### config.mk
export PLATFORM = sky130hd
export DESIGN_NAME = tpa_queue
export DESIGN_NICKNAME = d
export VERILOG_FILES = /design/src/hw/rtl/tpa_pkg.sv /design/src/hw/rtl/tpa_queue.sv
export SDC_FILE = /design/constraint.sdc
export NUM_CORES = 1
export LEC_CHECK = 0
export BUFFER_PORTS_ARGS = -buffer_cell sky130_fd_sc_hd__buf_4
export CAP_MARGIN = 20
export CORE_ASPECT_RATIO = 0.5
export CORE_MARGIN = 5
export CORE_UTILIZATION = 52
export CTS_CLUSTER_SIZE = 16
export DETAILED_ROUTE_END_ITERATION = 8
export MAX_ROUTING_LAYER = met4
export PLACE_DENSITY = 0.79
export SYNTH_ARGS = -nofsm -noshare
export SYNTH_HDL_FRONTEND = slang
export SYNTH_SLANG_ARGS = --single-unit
### constraint.sdc
create_clock -name clk_i -period 11.2 [get_ports clk_i]
set_input_delay 2.24 -clock clk_i [delete_from_list [all_inputs] [get_ports clk_i]]
set_output_delay 2.24 -clock clk_i [all_outputs]
set_load 0.1 [all_outputs]
### src/hw/rtl/tpa_pkg.sv
// Types, constants and arithmetic helpers of the triangle primitive assembler.
package tpa_pkg;

  localparam int unsigned NumCorners = 3;
  localparam int unsigned SlotW      = 2;
  localparam int unsigned QueueDepth = 2;
  localparam int unsigned CfgIdxW    = 2;
  localparam int unsigned CfgDataW   = 32;

  localparam logic [SlotW-1:0] LastCorner = SlotW'(NumCorners - 1);

  localparam logic [1:0] ActBegin  = 2'd0;
  localparam logic [1:0] ActVertex = 2'd1;
  localparam logic [1:0] ActEnd    = 2'd2;

  localparam logic [1:0] PrimFan   = 2'd1;
  localparam logic [1:0] PrimStrip = 2'd2;

  localparam logic [CfgIdxW-1:0] CfgReverse   = 2'd0;
  localparam logic [CfgIdxW-1:0] CfgDepth     = 2'd1;
  localparam logic [CfgIdxW-1:0] CfgInvHeight = 2'd2;

  localparam logic signed [31:0] SMax = 32'sh7fff_ffff;
  localparam logic signed [31:0] SMin = 32'sh8000_0000;

  typedef logic [SlotW-1:0] slot_idx_t;
  typedef slot_idx_t [NumCorners-1:0] slot_order_t;

  typedef struct packed {
    logic [1:0]         action;
    logic [1:0]         prim_kind;
    logic signed [31:0] vertex_x;
    logic signed [31:0] vertex_y;
    logic signed [31:0] origin_x;
    logic signed [31:0] origin_y;
  } in_req_t;

  typedef struct packed {
    logic [1:0]         corner;
    logic signed [31:0] pos_x;
    logic signed [31:0] pos_y;
    logic signed [31:0] pos_z;
    logic signed [31:0] tex_s;
    logic signed [31:0] tex_t;
    logic               last;
  } out_req_t;

  typedef struct packed {
    logic signed [31:0] x;
    logic signed [31:0] y;
    logic signed [31:0] z;
    logic signed [31:0] s;
    logic signed [31:0] t;
  } vtx_t;

  typedef struct packed {
    vtx_t        vtx;
    slot_idx_t   slot;
    logic        emit;
    slot_order_t order;
  } rec_t;

  function automatic logic signed [31:0] sat_add(input logic signed [31:0] a,
                                                 input logic signed [31:0] b);
    logic signed [32:0] sum;
    sum = {a[31], a} + {b[31], b};
    if (sum[32] != sum[31]) begin
      return sum[32] ? SMin : SMax;
    end
    return sum[31:0];
  endfunction

  function automatic logic signed [31:0] tex_scale(input logic signed [63:0] prod);
    logic signed [47:0] quo;
    quo = prod[63:16];
    if (&quo[47:31] || ~|quo[47:31]) begin
      return quo[31:0];
    end
    return quo[47] ? SMin : SMax;
  endfunction

  function automatic logic signed [31:0] neg_sat(input logic signed [31:0] v);
    if (v == SMin) begin
      return SMax;
    end
    return -v;
  endfunction

endpackage

### src/hw/rtl/tpa_queue.sv
// Short first-in first-out queue of vertex records between front and back end.
module tpa_queue #(
  parameter int unsigned Depth = tpa_pkg::QueueDepth
) (
  input  logic          clk_i,
  input  logic          rst_ni,
  input  logic          push_valid_i,
  output logic          push_ready_o,
  input  tpa_pkg::rec_t push_rec_i,
  output logic          pop_valid_o,
  input  logic          pop_ready_i,
  output tpa_pkg::rec_t pop_rec_o
);

  localparam int unsigned PtrW = (Depth > 1) ? $clog2(Depth) : 1;
  localparam int unsigned CntW = $clog2(Depth + 1);

  tpa_pkg::rec_t   entry_q [Depth];
  logic [PtrW-1:0] wr_ptr_q, rd_ptr_q;
  logic [CntW-1:0] cnt_q;
  logic            push, pop;

  assign push_ready_o = (cnt_q != CntW'(Depth));
  assign pop_valid_o  = (cnt_q != '0);
  assign push         = push_valid_i && push_ready_o;
  assign pop          = pop_valid_o && pop_ready_i;
  assign pop_rec_o    = entry_q[rd_ptr_q];

  always_ff @(posedge clk_i or negedge rst_ni) begin
    if (!rst_ni) begin
      wr_ptr_q <= '0;
      rd_ptr_q <= '0;
      cnt_q    <= '0;
    end else begin
      if (push) begin
        wr_ptr_q <= (wr_ptr_q == PtrW'(Depth - 1)) ? '0 : wr_ptr_q + 1'b1;
      end
      if (pop) begin
        rd_ptr_q <= (rd_ptr_q == PtrW'(Depth - 1)) ? '0 : rd_ptr_q + 1'b1;
      end
      if (push && !pop) begin
        cnt_q <= cnt_q + 1'b1;
      end else if (pop && !push) begin
        cnt_q <= cnt_q - 1'b1;
      end
    end
  end

  always_ff @(posedge clk_i) begin
    if (push) begin
      entry_q[wr_ptr_q] <= push_rec_i;
    end
  end

endmodule

==> impl_metrics.env <==
export IMPL_cts_resized=0
export IMPL_core_rowCount=40
export IMPL_die_area_um2=28000
export IMPL_routed_wl_um=26700
export IMPL_tightest_slew_ns=1.09
export IMPL_rrSetupSlack_ns=7.91
export IMPL_hold_violations=0
export IMPL_status="finished clean"
export IMPL_numCtsBuffers=29
export IMPL_core_area_um2=24100
export IMPL_final_common_cell="buf_4"
export IMPL_clkSlewWorstSetupHoldPaths_ns=0.06
export IMPL_clockRootBuffer="clkbuf_16"
export IMPL_drive_gt1_share_pct=60.9
export IMPL_post_cts_buffers=0
export IMPL_synth_simple_area_share_pct=0.264
export IMPL_grt_antenna_before_repair=1
export IMPL_synth_seq_area_share_pct=80.1
export IMPL_io_buffers=343
export IMPL_startpoint_type="flop"
export IMPL_slew_viol_final=0
export IMPL_arrival_ns=2.88
export IMPL_min_to="cnt_q[1]$_DFFE_PN0P_"
export IMPL_track_usage_pct=19.1
export IMPL_grt_overflow_total=0
export IMPL_start_util_pct=53.0
export IMPL_fin_crit_sh_pct=45.7
export IMPL_clk_path_buf_depth=3
export IMPL_hpwl_um=18200
export IMPL_reg2reg_depth=4
export IMPL_fin_skew_ns=0.0162
export IMPL_grt_pass1_vias=6872
export IMPL_drv_cap=0
export IMPL_setup_tns_ns=0
export IMPL_cts_sinks=342
export IMPL_worstReg2RegEnd="entry_q[1][115]$_DFFE_PP_"
export IMPL_synth_cell_type_count=15
export IMPL_relSlewSlack_pct=27.6
export IMPL_fin_nets=1077
export IMPL_cp_required_ns=8.96
export IMPL_min_period_ns=5.12
export IMPL_yosysWarnings=0
export IMPL_avgSynthCellArea_um2=23.5
export IMPL_synth_cells=544
export IMPL_ys_ff_latch=342
export IMPL_drc=0
export IMPL_vias=6295
export IMPL_placedInstanceArea_um2=15700
export IMPL_end_kind="output pin"
export IMPL_rsz0062_at_grt="false"
export IMPL_synth_fa_ha_area_share_pct=0.0978
export IMPL_worstReg2RegStart="cnt_q[0]$_DFFE_PN0P_"
export IMPL_worst_skew_pair_late_latency_ns=0.55
export IMPL_grt_max_degree=170
export IMPL_synth_compound_area_share_pct=0
export IMPL_drtAntennaViolNets=0
export IMPL_grt_pass1_wl_um=39700
export IMPL_syn2layout_area_growth_pct=30.7
export IMPL_synth_top_family_by_area="multiplexers"
export IMPL_min_path_cells=1
export IMPL_hold_path_class="flop to flop"
export IMPL_synthXorXnorAreaFrac_pct=0.342
export IMPL_drt_first_iter_violations=343
export IMPL_cts_hold_fix_buffers=0
export IMPL_hold_slack_ns=0.492
export IMPL_cts_tree="built"
export IMPL_syn_nets=718
export IMPL_fp_dieH_um=121
export IMPL_clock_fmax_ghz=0.195
export IMPL_io_pins=344
export IMPL_wl_per_cell_um=21.2
export IMPL_final_area_um2=16700
export IMPL_gp_congestion=0.802
export IMPL_via_per_inst=4.98
export IMPL_mostFrequentLayoutCells="345 x buf_4, 338 x edfxtp_1, 100 x mux2_4"
export IMPL_drtPass1Iterations=4
export IMPL_synth_mux_area_share_pct=17.8
export IMPL_hp_start="cnt_q[1]$_DFFE_PN0P_"
export IMPL_htree_levels=1
export IMPL_path_max_fanout=138
export IMPL_synthesis_area_um2=12800
export IMPL_finalSetupViolCount=0
export IMPL_crit_type="flop to output pin"
export IMPL_die_x_um=232
-- worst max-delay path, stage by stage, from the launching register on --
cell	delay [ns]
dfrtp_4	0.72
buf_12	0.72
mux2_2	0.44
buf_4	0.24
-- layout make-up --
| class | instances | area, µm² |
|---|---|---|
| clock buffer | 33 | 741 |
| tap | 336 | 420 |
| fill | 1528 | 7400 |
| clock inverter | 21 | 287 |
| inverter | 1 | 3.75 |
| antenna | 1 | 2.50 |
| sequential | 342 | 10300 |
| timing repair buffer | 347 | 2630 |
| multi-input combinational | 182 | 2380 |
-- cell families after synthesis --
| group | after synthesis |
|---|---|
| adder cells (fa/ha/maj) | 1 |
| multiplexers | 169 |
| AND/OR/NAND/NOR | 7 |
| flip-flops | 342 |
| XOR/XNOR | 5 |
| buffers and inverters | 20 |
-- worst max path at each step --
stage / slack (ns) / to / cells past startpoint / start
5_1_grt: 5.99 / pop_rec_o[149] / 3 / rd_ptr_q$_DFFE_PN0P_
3_5_place_dp: 6.14 / entry_q[1][125]$_DFFE_PP_ / 4 / push_valid_i
2_1_floorplan: 1.10 / entry_q[0][0]$_DFFE_PP_ / 2 / push_valid_i
6_report: 6.08 / pop_rec_o[149] / 3 / rd_ptr_q$_DFFE_PN0P_
4_1_cts: 6.11 / pop_rec_o[149] / 3 / rd_ptr_q$_DFFE_PN0P_
3_3_place_gp: 6.20 / entry_q[1][121]$_DFFE_PP_ / 4 / push_valid_i
-- layer usage --
metal | track usage, % | part of all wire, % | up-vias
li1 | - | - | 2890
met1 | 20.8 | 36 | 3197
met2 | 35.4 | 57 | 155
met3 | 3.81 | 4.0 | 53
met4 | 6.90 | 3.4 | 0
met5 | - | 0 | -
-- registers in the layout, summed over array words and instances (netlist names) --
name	flops
cnt_q	2
wr_ptr_q	1
rd_ptr_q	1
entry_q	338
-- Yosys cell counts (all sizes together) --
library cell | instances | area (µm²)
edfxtp | 338 | 10100
mux2 | 169 | 2280
buf | 19 | 170
dfrtp | 4 | 100
xnor2 | 3 | 26.3
nand2 | 2 | 7.51
nor2 | 2 | 7.51
xor2 | 2 | 17.5
and3 | 1 | 6.26
ha | 1 | 12.5
inv | 1 | 3.75
nand2b | 1 | 6.26
or2 | 1 | 6.26
-- per-stage QoR --
stage | cells | util, % | worst slack, ns
after CTS | 1262 | 69.3 | 6.11
after floorplan | 544 | - | 1.10
after global routing | 1263 | 69.3 | 5.99
after global placement | 1208 | 65.0 | 6.20
after detailed placement | 1208 | 65.0 | 6.14
final | 1263 | 69.3 | 6.08
Power is left out: the tool's default activity adds up to more than one toggle a clock period on the data nets, which glitch-free logic cannot reach.
