`src/hw/rtl/tpa_pkg.sv`:
```
// Types, constants and arithmetic helpers of the triangle primitive assembler.
package tpa_pkg;

  localparam int unsigned NumCorners = 3;
  localparam int unsigned SlotW      = 2;
  localparam int unsigned QueueDepth = 2;
  localparam int unsigned CfgIdxW    = 2;
  localparam int unsigned CfgDataW   = 32;

  localparam logic [SlotW-1:0] LastCorner = SlotW'(NumCorners - 1);

  localparam logic [1:0] ActBegin  = 2'd0;
  localparam logic [1:0] ActVertex = 2'd1;
  localparam logic [1:0] ActEnd    = 2'd2;

  localparam logic [1:0] PrimFan   = 2'd1;
  localparam logic [1:0] PrimStrip = 2'd2;

  localparam logic [CfgIdxW-1:0] CfgReverse   = 2'd0;
  localparam logic [CfgIdxW-1:0] CfgDepth     = 2'd1;
  localparam logic [CfgIdxW-1:0] CfgInvHeight = 2'd2;

  localparam logic signed [31:0] SMax = 32'sh7fff_ffff;
  localparam logic signed [31:0] SMin = 32'sh8000_0000;

  typedef logic [SlotW-1:0] slot_idx_t;
  typedef slot_idx_t [NumCorners-1:0] slot_order_t;

  typedef struct packed {
    logic [1:0]         action;
    logic [1:0]         prim_kind;
    logic signed [31:0] vertex_x;
    logic signed [31:0] vertex_y;
    logic signed [31:0] origin_x;
    logic signed [31:0] origin_y;
  } in_req_t;

  typedef struct packed {
    logic [1:0]         corner;
    logic signed [31:0] pos_x;
    logic signed [31:0] pos_y;
    logic signed [31:0] pos_z;
    logic signed [31:0] tex_s;
    logic signed [31:0] tex_t;
    logic               last;
  } out_req_t;

  typedef struct packed {
    logic signed [31:0] x;
    logic signed [31:0] y;
    logic signed [31:0] z;
    logic signed [31:0] s;
    logic signed [31:0] t;
  } vtx_t;

  typedef struct packed {
    vtx_t        vtx;
    slot_idx_t   slot;
    logic        emit;
    slot_order_t order;
  } rec_t;

  function automatic logic signed [31:0] sat_add(input logic signed [31:0] a,
                                                 input logic signed [31:0] b);
    logic signed [32:0] sum;
    sum = {a[31], a} + {b[31], b};
    if (sum[32] != sum[31]) begin
      return sum[32] ? SMin : SMax;
    end
    return sum[31:0];
  endfunction

  function automatic logic signed [31:0] tex_scale(input logic signed [63:0] prod);
    logic signed [47:0] quo;
    quo = prod[63:16];
    if (&quo[47:31] || ~|quo[47:31]) begin
      return quo[31:0];
    end
    return quo[47] ? SMin : SMax;
  endfunction

  function automatic logic signed [31:0] neg_sat(input logic signed [31:0] v);
    if (v == SMin) begin
      return SMax;
    end
    return -v;
  endfunction

endpackage

```
`src/hw/rtl/tpa_back.sv`:
```
// Back end: vertex slot store and emission of the three corners of each triangle.
module tpa_back (
  input  logic              clk_i,
  input  logic              rst_ni,
  input  logic              pop_valid_i,
  output logic              pop_ready_o,
  input  tpa_pkg::rec_t     pop_rec_i,
  output logic              out_valid_o,
  input  logic              out_ready_i,
  output tpa_pkg::out_req_t out_req_o
);

  tpa_pkg::vtx_t      slots_q [tpa_pkg::NumCorners];
  tpa_pkg::slot_idx_t corner_q;
  logic               out_valid_q;
  tpa_pkg::out_req_t  out_q, out_d;
  logic               load_ok, emit_go, last_corner, pop;
  tpa_pkg::slot_idx_t rd_idx;
  tpa_pkg::vtx_t      rd_vtx;

  assign load_ok     = !out_valid_q || out_ready_i;
  assign last_corner = (corner_q == tpa_pkg::LastCorner);
  assign emit_go     = pop_valid_i && pop_rec_i.emit && load_ok;
  assign pop_ready_o = !pop_rec_i.emit || (load_ok && last_corner);
  assign pop         = pop_valid_i && pop_ready_o;

  // The vertex that completes the triangle is read from the queue head.
  assign rd_idx = pop_rec_i.order[corner_q];
  assign rd_vtx = (rd_idx == pop_rec_i.slot) ? pop_rec_i.vtx : slots_q[rd_idx];

  always_comb begin
    out_d.corner = corner_q;
    out_d.pos_x  = rd_vtx.x;
    out_d.pos_y  = rd_vtx.y;
    out_d.pos_z  = rd_vtx.z;
    out_d.tex_s  = rd_vtx.s;
    out_d.tex_t  = rd_vtx.t;
    out_d.last   = last_corner;
  end

  always_ff @(posedge clk_i or negedge rst_ni) begin
    if (!rst_ni) begin
      corner_q    <= '0;
      out_valid_q <= 1'b0;
    end else begin
      if (emit_go) begin
        corner_q    <= last_corner ? '0 : corner_q + 1'b1;
        out_valid_q <= 1'b1;
      end else if (out_ready_i) begin
        out_valid_q <= 1'b0;
      end
    end
  end

  always_ff @(posedge clk_i) begin
    if (emit_go) begin
      out_q <= out_d;
    end
    if (pop) begin
      slots_q[pop_rec_i.slot] <= pop_rec_i.vtx;
    end
  end

  assign out_valid_o = out_valid_q;
  assign out_req_o   = out_q;

endmodule

```
`config.mk`:
```
export PLATFORM = sky130hd
export DESIGN_NAME = tpa_back
export DESIGN_NICKNAME = d
export VERILOG_FILES = /design/src/hw/rtl/tpa_pkg.sv /design/src/hw/rtl/tpa_back.sv
export SDC_FILE = /design/constraint.sdc
export NUM_CORES = 1
export LEC_CHECK = 0
export BUFFER_PORTS_ARGS = -buffer_cell sky130_fd_sc_hd__buf_2
export CAP_MARGIN = 40
export CORE_MARGIN = 1
export CORE_UTILIZATION = 40
export DETAILED_ROUTE_END_ITERATION = 8
export PLACE_DENSITY = 0.63
export SLEW_MARGIN = 30
export SYNTH_ARGS = -nofsm -noshare
export SYNTH_HDL_FRONTEND = slang
export SYNTH_SLANG_ARGS = --single-unit
export TNS_END_PERCENT = 20
```
`constraint.sdc`:
```
create_clock -name clk_i -period 36.7 [get_ports clk_i]
set_input_delay 3.67 -clock clk_i [delete_from_list [all_inputs] [get_ports clk_i]]
set_output_delay 3.67 -clock clk_i [all_outputs]
set_load 0.05 [all_outputs]
```
==> metrics.csv <==
stage,metric,value,unit
layout,final_cells,2592,
synth,ys_types,24,
critical_path,setup.worst_path.class,input pin to primary output,
sta,tightestPinTransition,0.990,ns
outcome,status,"finished, final reports clean",
synth,ys_ff_latch,646,
layout,n_fill_cell,5097,
place,gp_congestion,0.715,
cts,clock-sinks,646,
sta,hold_viol_final,0,
layout,multi_input_area,0.00501,mm^2
cts,cts-root-buf,clkbuf_16,
synth,synth-edff-count,643,
global_routing,antenna_found_initial,13,
critical_path,r2r_end,out_req_o[101],
pwr,p_sw,0.697,mW
layout,syn_to_final_growth,20.5,%
synth,avgSynthCellArea,17.9,um^2
cts,ctsHoldBuffers,0,
sta,fmax,0.123,GHz
routing,drc_errors,0,
synth,yosys.area_share.simple,2.71,%
floorplan,die_h,251,um
synth,synth.most_common_cell,edfxtp_1,
pwr,p_seq_share,41.0,%
synth,synthCells,1381,
critical_path,end_kind,primary output,
critical_path,arrival,4.47,ns
routing,first_pass_iters,5,
floorplan,coreArea,0.0607,mm^2
pwr,swShare,30.9,%
sta,grt_setup_unrepaired,no,
floorplan,fp.dieArea,0.0628,mm^2
run,cap_violations,0,
synth,synthTopCellsByArea,"edfxtp_1 78%, mux2i_1 6.6%, mux2_1 4.6%",
routing,routed_via_density,5.00,
pwr,clkPwrFrac,30.0,%
sta,slew_viol_final,0,
global_routing,grt_first_pass_wirelength,78.3,mm
hold_path,worstHoldStart,slots_q[2][88],
routing,routed-via-count,12954,
sta,fin_crit,8.14,ns
sta,setup_violations,0,
routing,wirelength,51.3,mm
critical_path,crit_path_start_kind,input pin,
cts,clkLatencyLatePin,0.59,ns
critical_path,worstReg2RegStart,corner_q[1],
synth,yosys_warnings,0,
routing,wl_per_cell,19.8,um
synth,synthMuxAreaShare,13.9,%
layout,drive_gt1_share,29.5,%
global_routing,grt_pass1_vias,13094,
layout,ff_latch_area,0.0194,mm^2
synth,synthTopCellsByCount,"643 x edfxtp_1, 162 x mux2i_1, 162 x nor2_1, 160 x a21oi_1, 100 x mux2_1",
pwr,internal_power,1.56,mW
floorplan,die_w,251,um
cts,htreeDepth,3,
hold_path,min_path_type,flip-flop to flip-flop,
layout,fin_nets,1928,
floorplan,fp-row-count,90,
hold_path,hold_path_depth,3,
sta,final.setup_skew,0.0191,ns
synth,synthFlopType,edfxtp_1,
synth,async_reset_ff_share,0.464,%
synth,synth-xor-area-share,0.0708,%
cts,cts_buffer_depth,3,
routing,ant_nets,0,
critical_path,worstPathMaxFanout,4,
cts,numCtsBuffers,69,
cts,clkTransAtPathRegs,0.06,ns
pwr,comb_power_share,29.1,%
synth,synth_nets,1554,
pwr,p_leak,10.7,nW
critical_path,r2r_cells,9,
critical_path,required,33.03,ns
pwr,peakVddDrop,69.3,uV
cts,tritoncts,built,
global_routing,grt_max_degree,112,
synth,synth_top_family_by_area,multiplexers,
routing,drtIter0Drc,760,
synth,synth_compound_area_share,3.38,%
critical_path,reg2reg_setup_slack,33.05,ns
place,detailedPlacementHpwl,30.2,mm
place,portBuffers,337,
global_routing,overflow,0,
synth,synthAdderAreaFrac,0,%
synth,yosys.area.top_type_share,78.1,%
sta,setup_tns,0,ns
floorplan,start_util,40.7,%
cts,ctsResizeCount,0,
synth,ys_seq_area_share,78.4,%
sta,finalCritPeriodShare,22.2,%
sta,finalHoldWorstSlack,0.687,ns
global_routing,grt_usage,16.3,%
floorplan,io_pins,338,
pwr,pwr_density_cell,75.7,mW/mm^2
place,dpl.cell_count,2463,
sta,relSlewSlack,34.0,%
hold_path,min_to,out_req_o[89],
synth,netlist_area,0.0247,mm^2
synth,synth_top_area_cell,edfxtp_1,
cts,postCtsSetupBuffers,0,
metrics by stage:
| stage | area, um^2 | utilization, % | setup slack, ns | total power [mW] |
|---|---|---|---|---|
| finish | 29800 | 49.1 | 28.56 | 2.25 |
| global route | 29800 | 49.1 | 28.46 | 2.36 |
| CTS | 29700 | 48.9 | 28.57 | 2.28 |
| detailed placement | 27500 | 45.3 | 28.58 | 1.59 |
| global placement | 27200 | 44.9 | 28.59 | 1.57 |
| floorplan | 24700 | - | 19.06 | 1.45 |
worst max-delay path: stages:
cell     delay [ns]
buf_2          0.10
nor2b_1        0.29
o21ai_0        0.17
buf_2          0.24
registers in the layout, indices dropped and copies added (netlist names):
signal       flops
slots_q        480
out_valid_o      1
corner_q         2
out_req_o      163
cell usage in the layout (no fill, tap or decap), types with 3 or more instances in the layout:
cell and instances:
mux2_2 61, clkinv_2 9, bufinv_16 7, mux2i_1 162, clkbuf_16 71, buf_4 21
nor2_1 161, edfxtp_1 643, dfrtp_1 3, buf_2 337, mux2_1 100, o21ai_0 3
diode_2 4, buf_16 7, buf_12 8, clkinv_1 18, nand2_1 3, clkbuf_1 13
a21oi_1 160
cell families after synthesis:
kind of cell           count (synthesis)
AND/OR/NAND/NOR                      173
AO/OA/AOI/OAI                        165
flip-flops                           646
XOR/XNOR                               2
buffers and inverters                 72
multiplexers                         323
power groups by stage:
stage          Sequential [mW]  Combinational, mW  Clock [mW]
3_3_place_gp             0.939              0.632           0
6_report                 0.924              0.655       0.675
5_1_grt                  0.928              0.712       0.723
2_1_floorplan             1.06              0.391           0
4_1_cts                  0.924              0.658       0.697
3_5_place_dp             0.939              0.655           0
worst max-delay path by stage:
stage,startpoint,end,slack (ns)
after floorplan,out_ready_i,slots_q[2][0],19.06
after global placement,out_ready_i,pop_ready_o,28.59
after detailed placement,out_ready_i,pop_ready_o,28.58
after CTS,out_ready_i,pop_ready_o,28.57
after global routing,out_ready_i,pop_ready_o,28.46
final,out_ready_i,pop_ready_o,28.56
layout make-up:
| type | count | share of cell area [%] |
|---|---|---|
| well taps | 782 | 3.28 |
| diodes | 4 | 0.0336 |
| clock buffers | 84 | 6.13 |
| clock inverters | 38 | 1.25 |
| inverters | 1 | 0.0126 |
| repair buffers | 374 | 7.41 |
| flip-flops and latches | 646 | 65.1 |
| multi-input cells | 663 | 16.8 |
layer usage:
metal / up-vias / routed length, um / track usage [%]
met3: 94 / 3300 / 4.78
met5: - / 119 / 0
met4: 18 / 1090 / 5.07
met2: 317 / 24800 / 26.0
li1: 6067 / - / -
met1: 6458 / 22000 / 21.5
No activity file was read; power rests on OpenSTA's default activity.
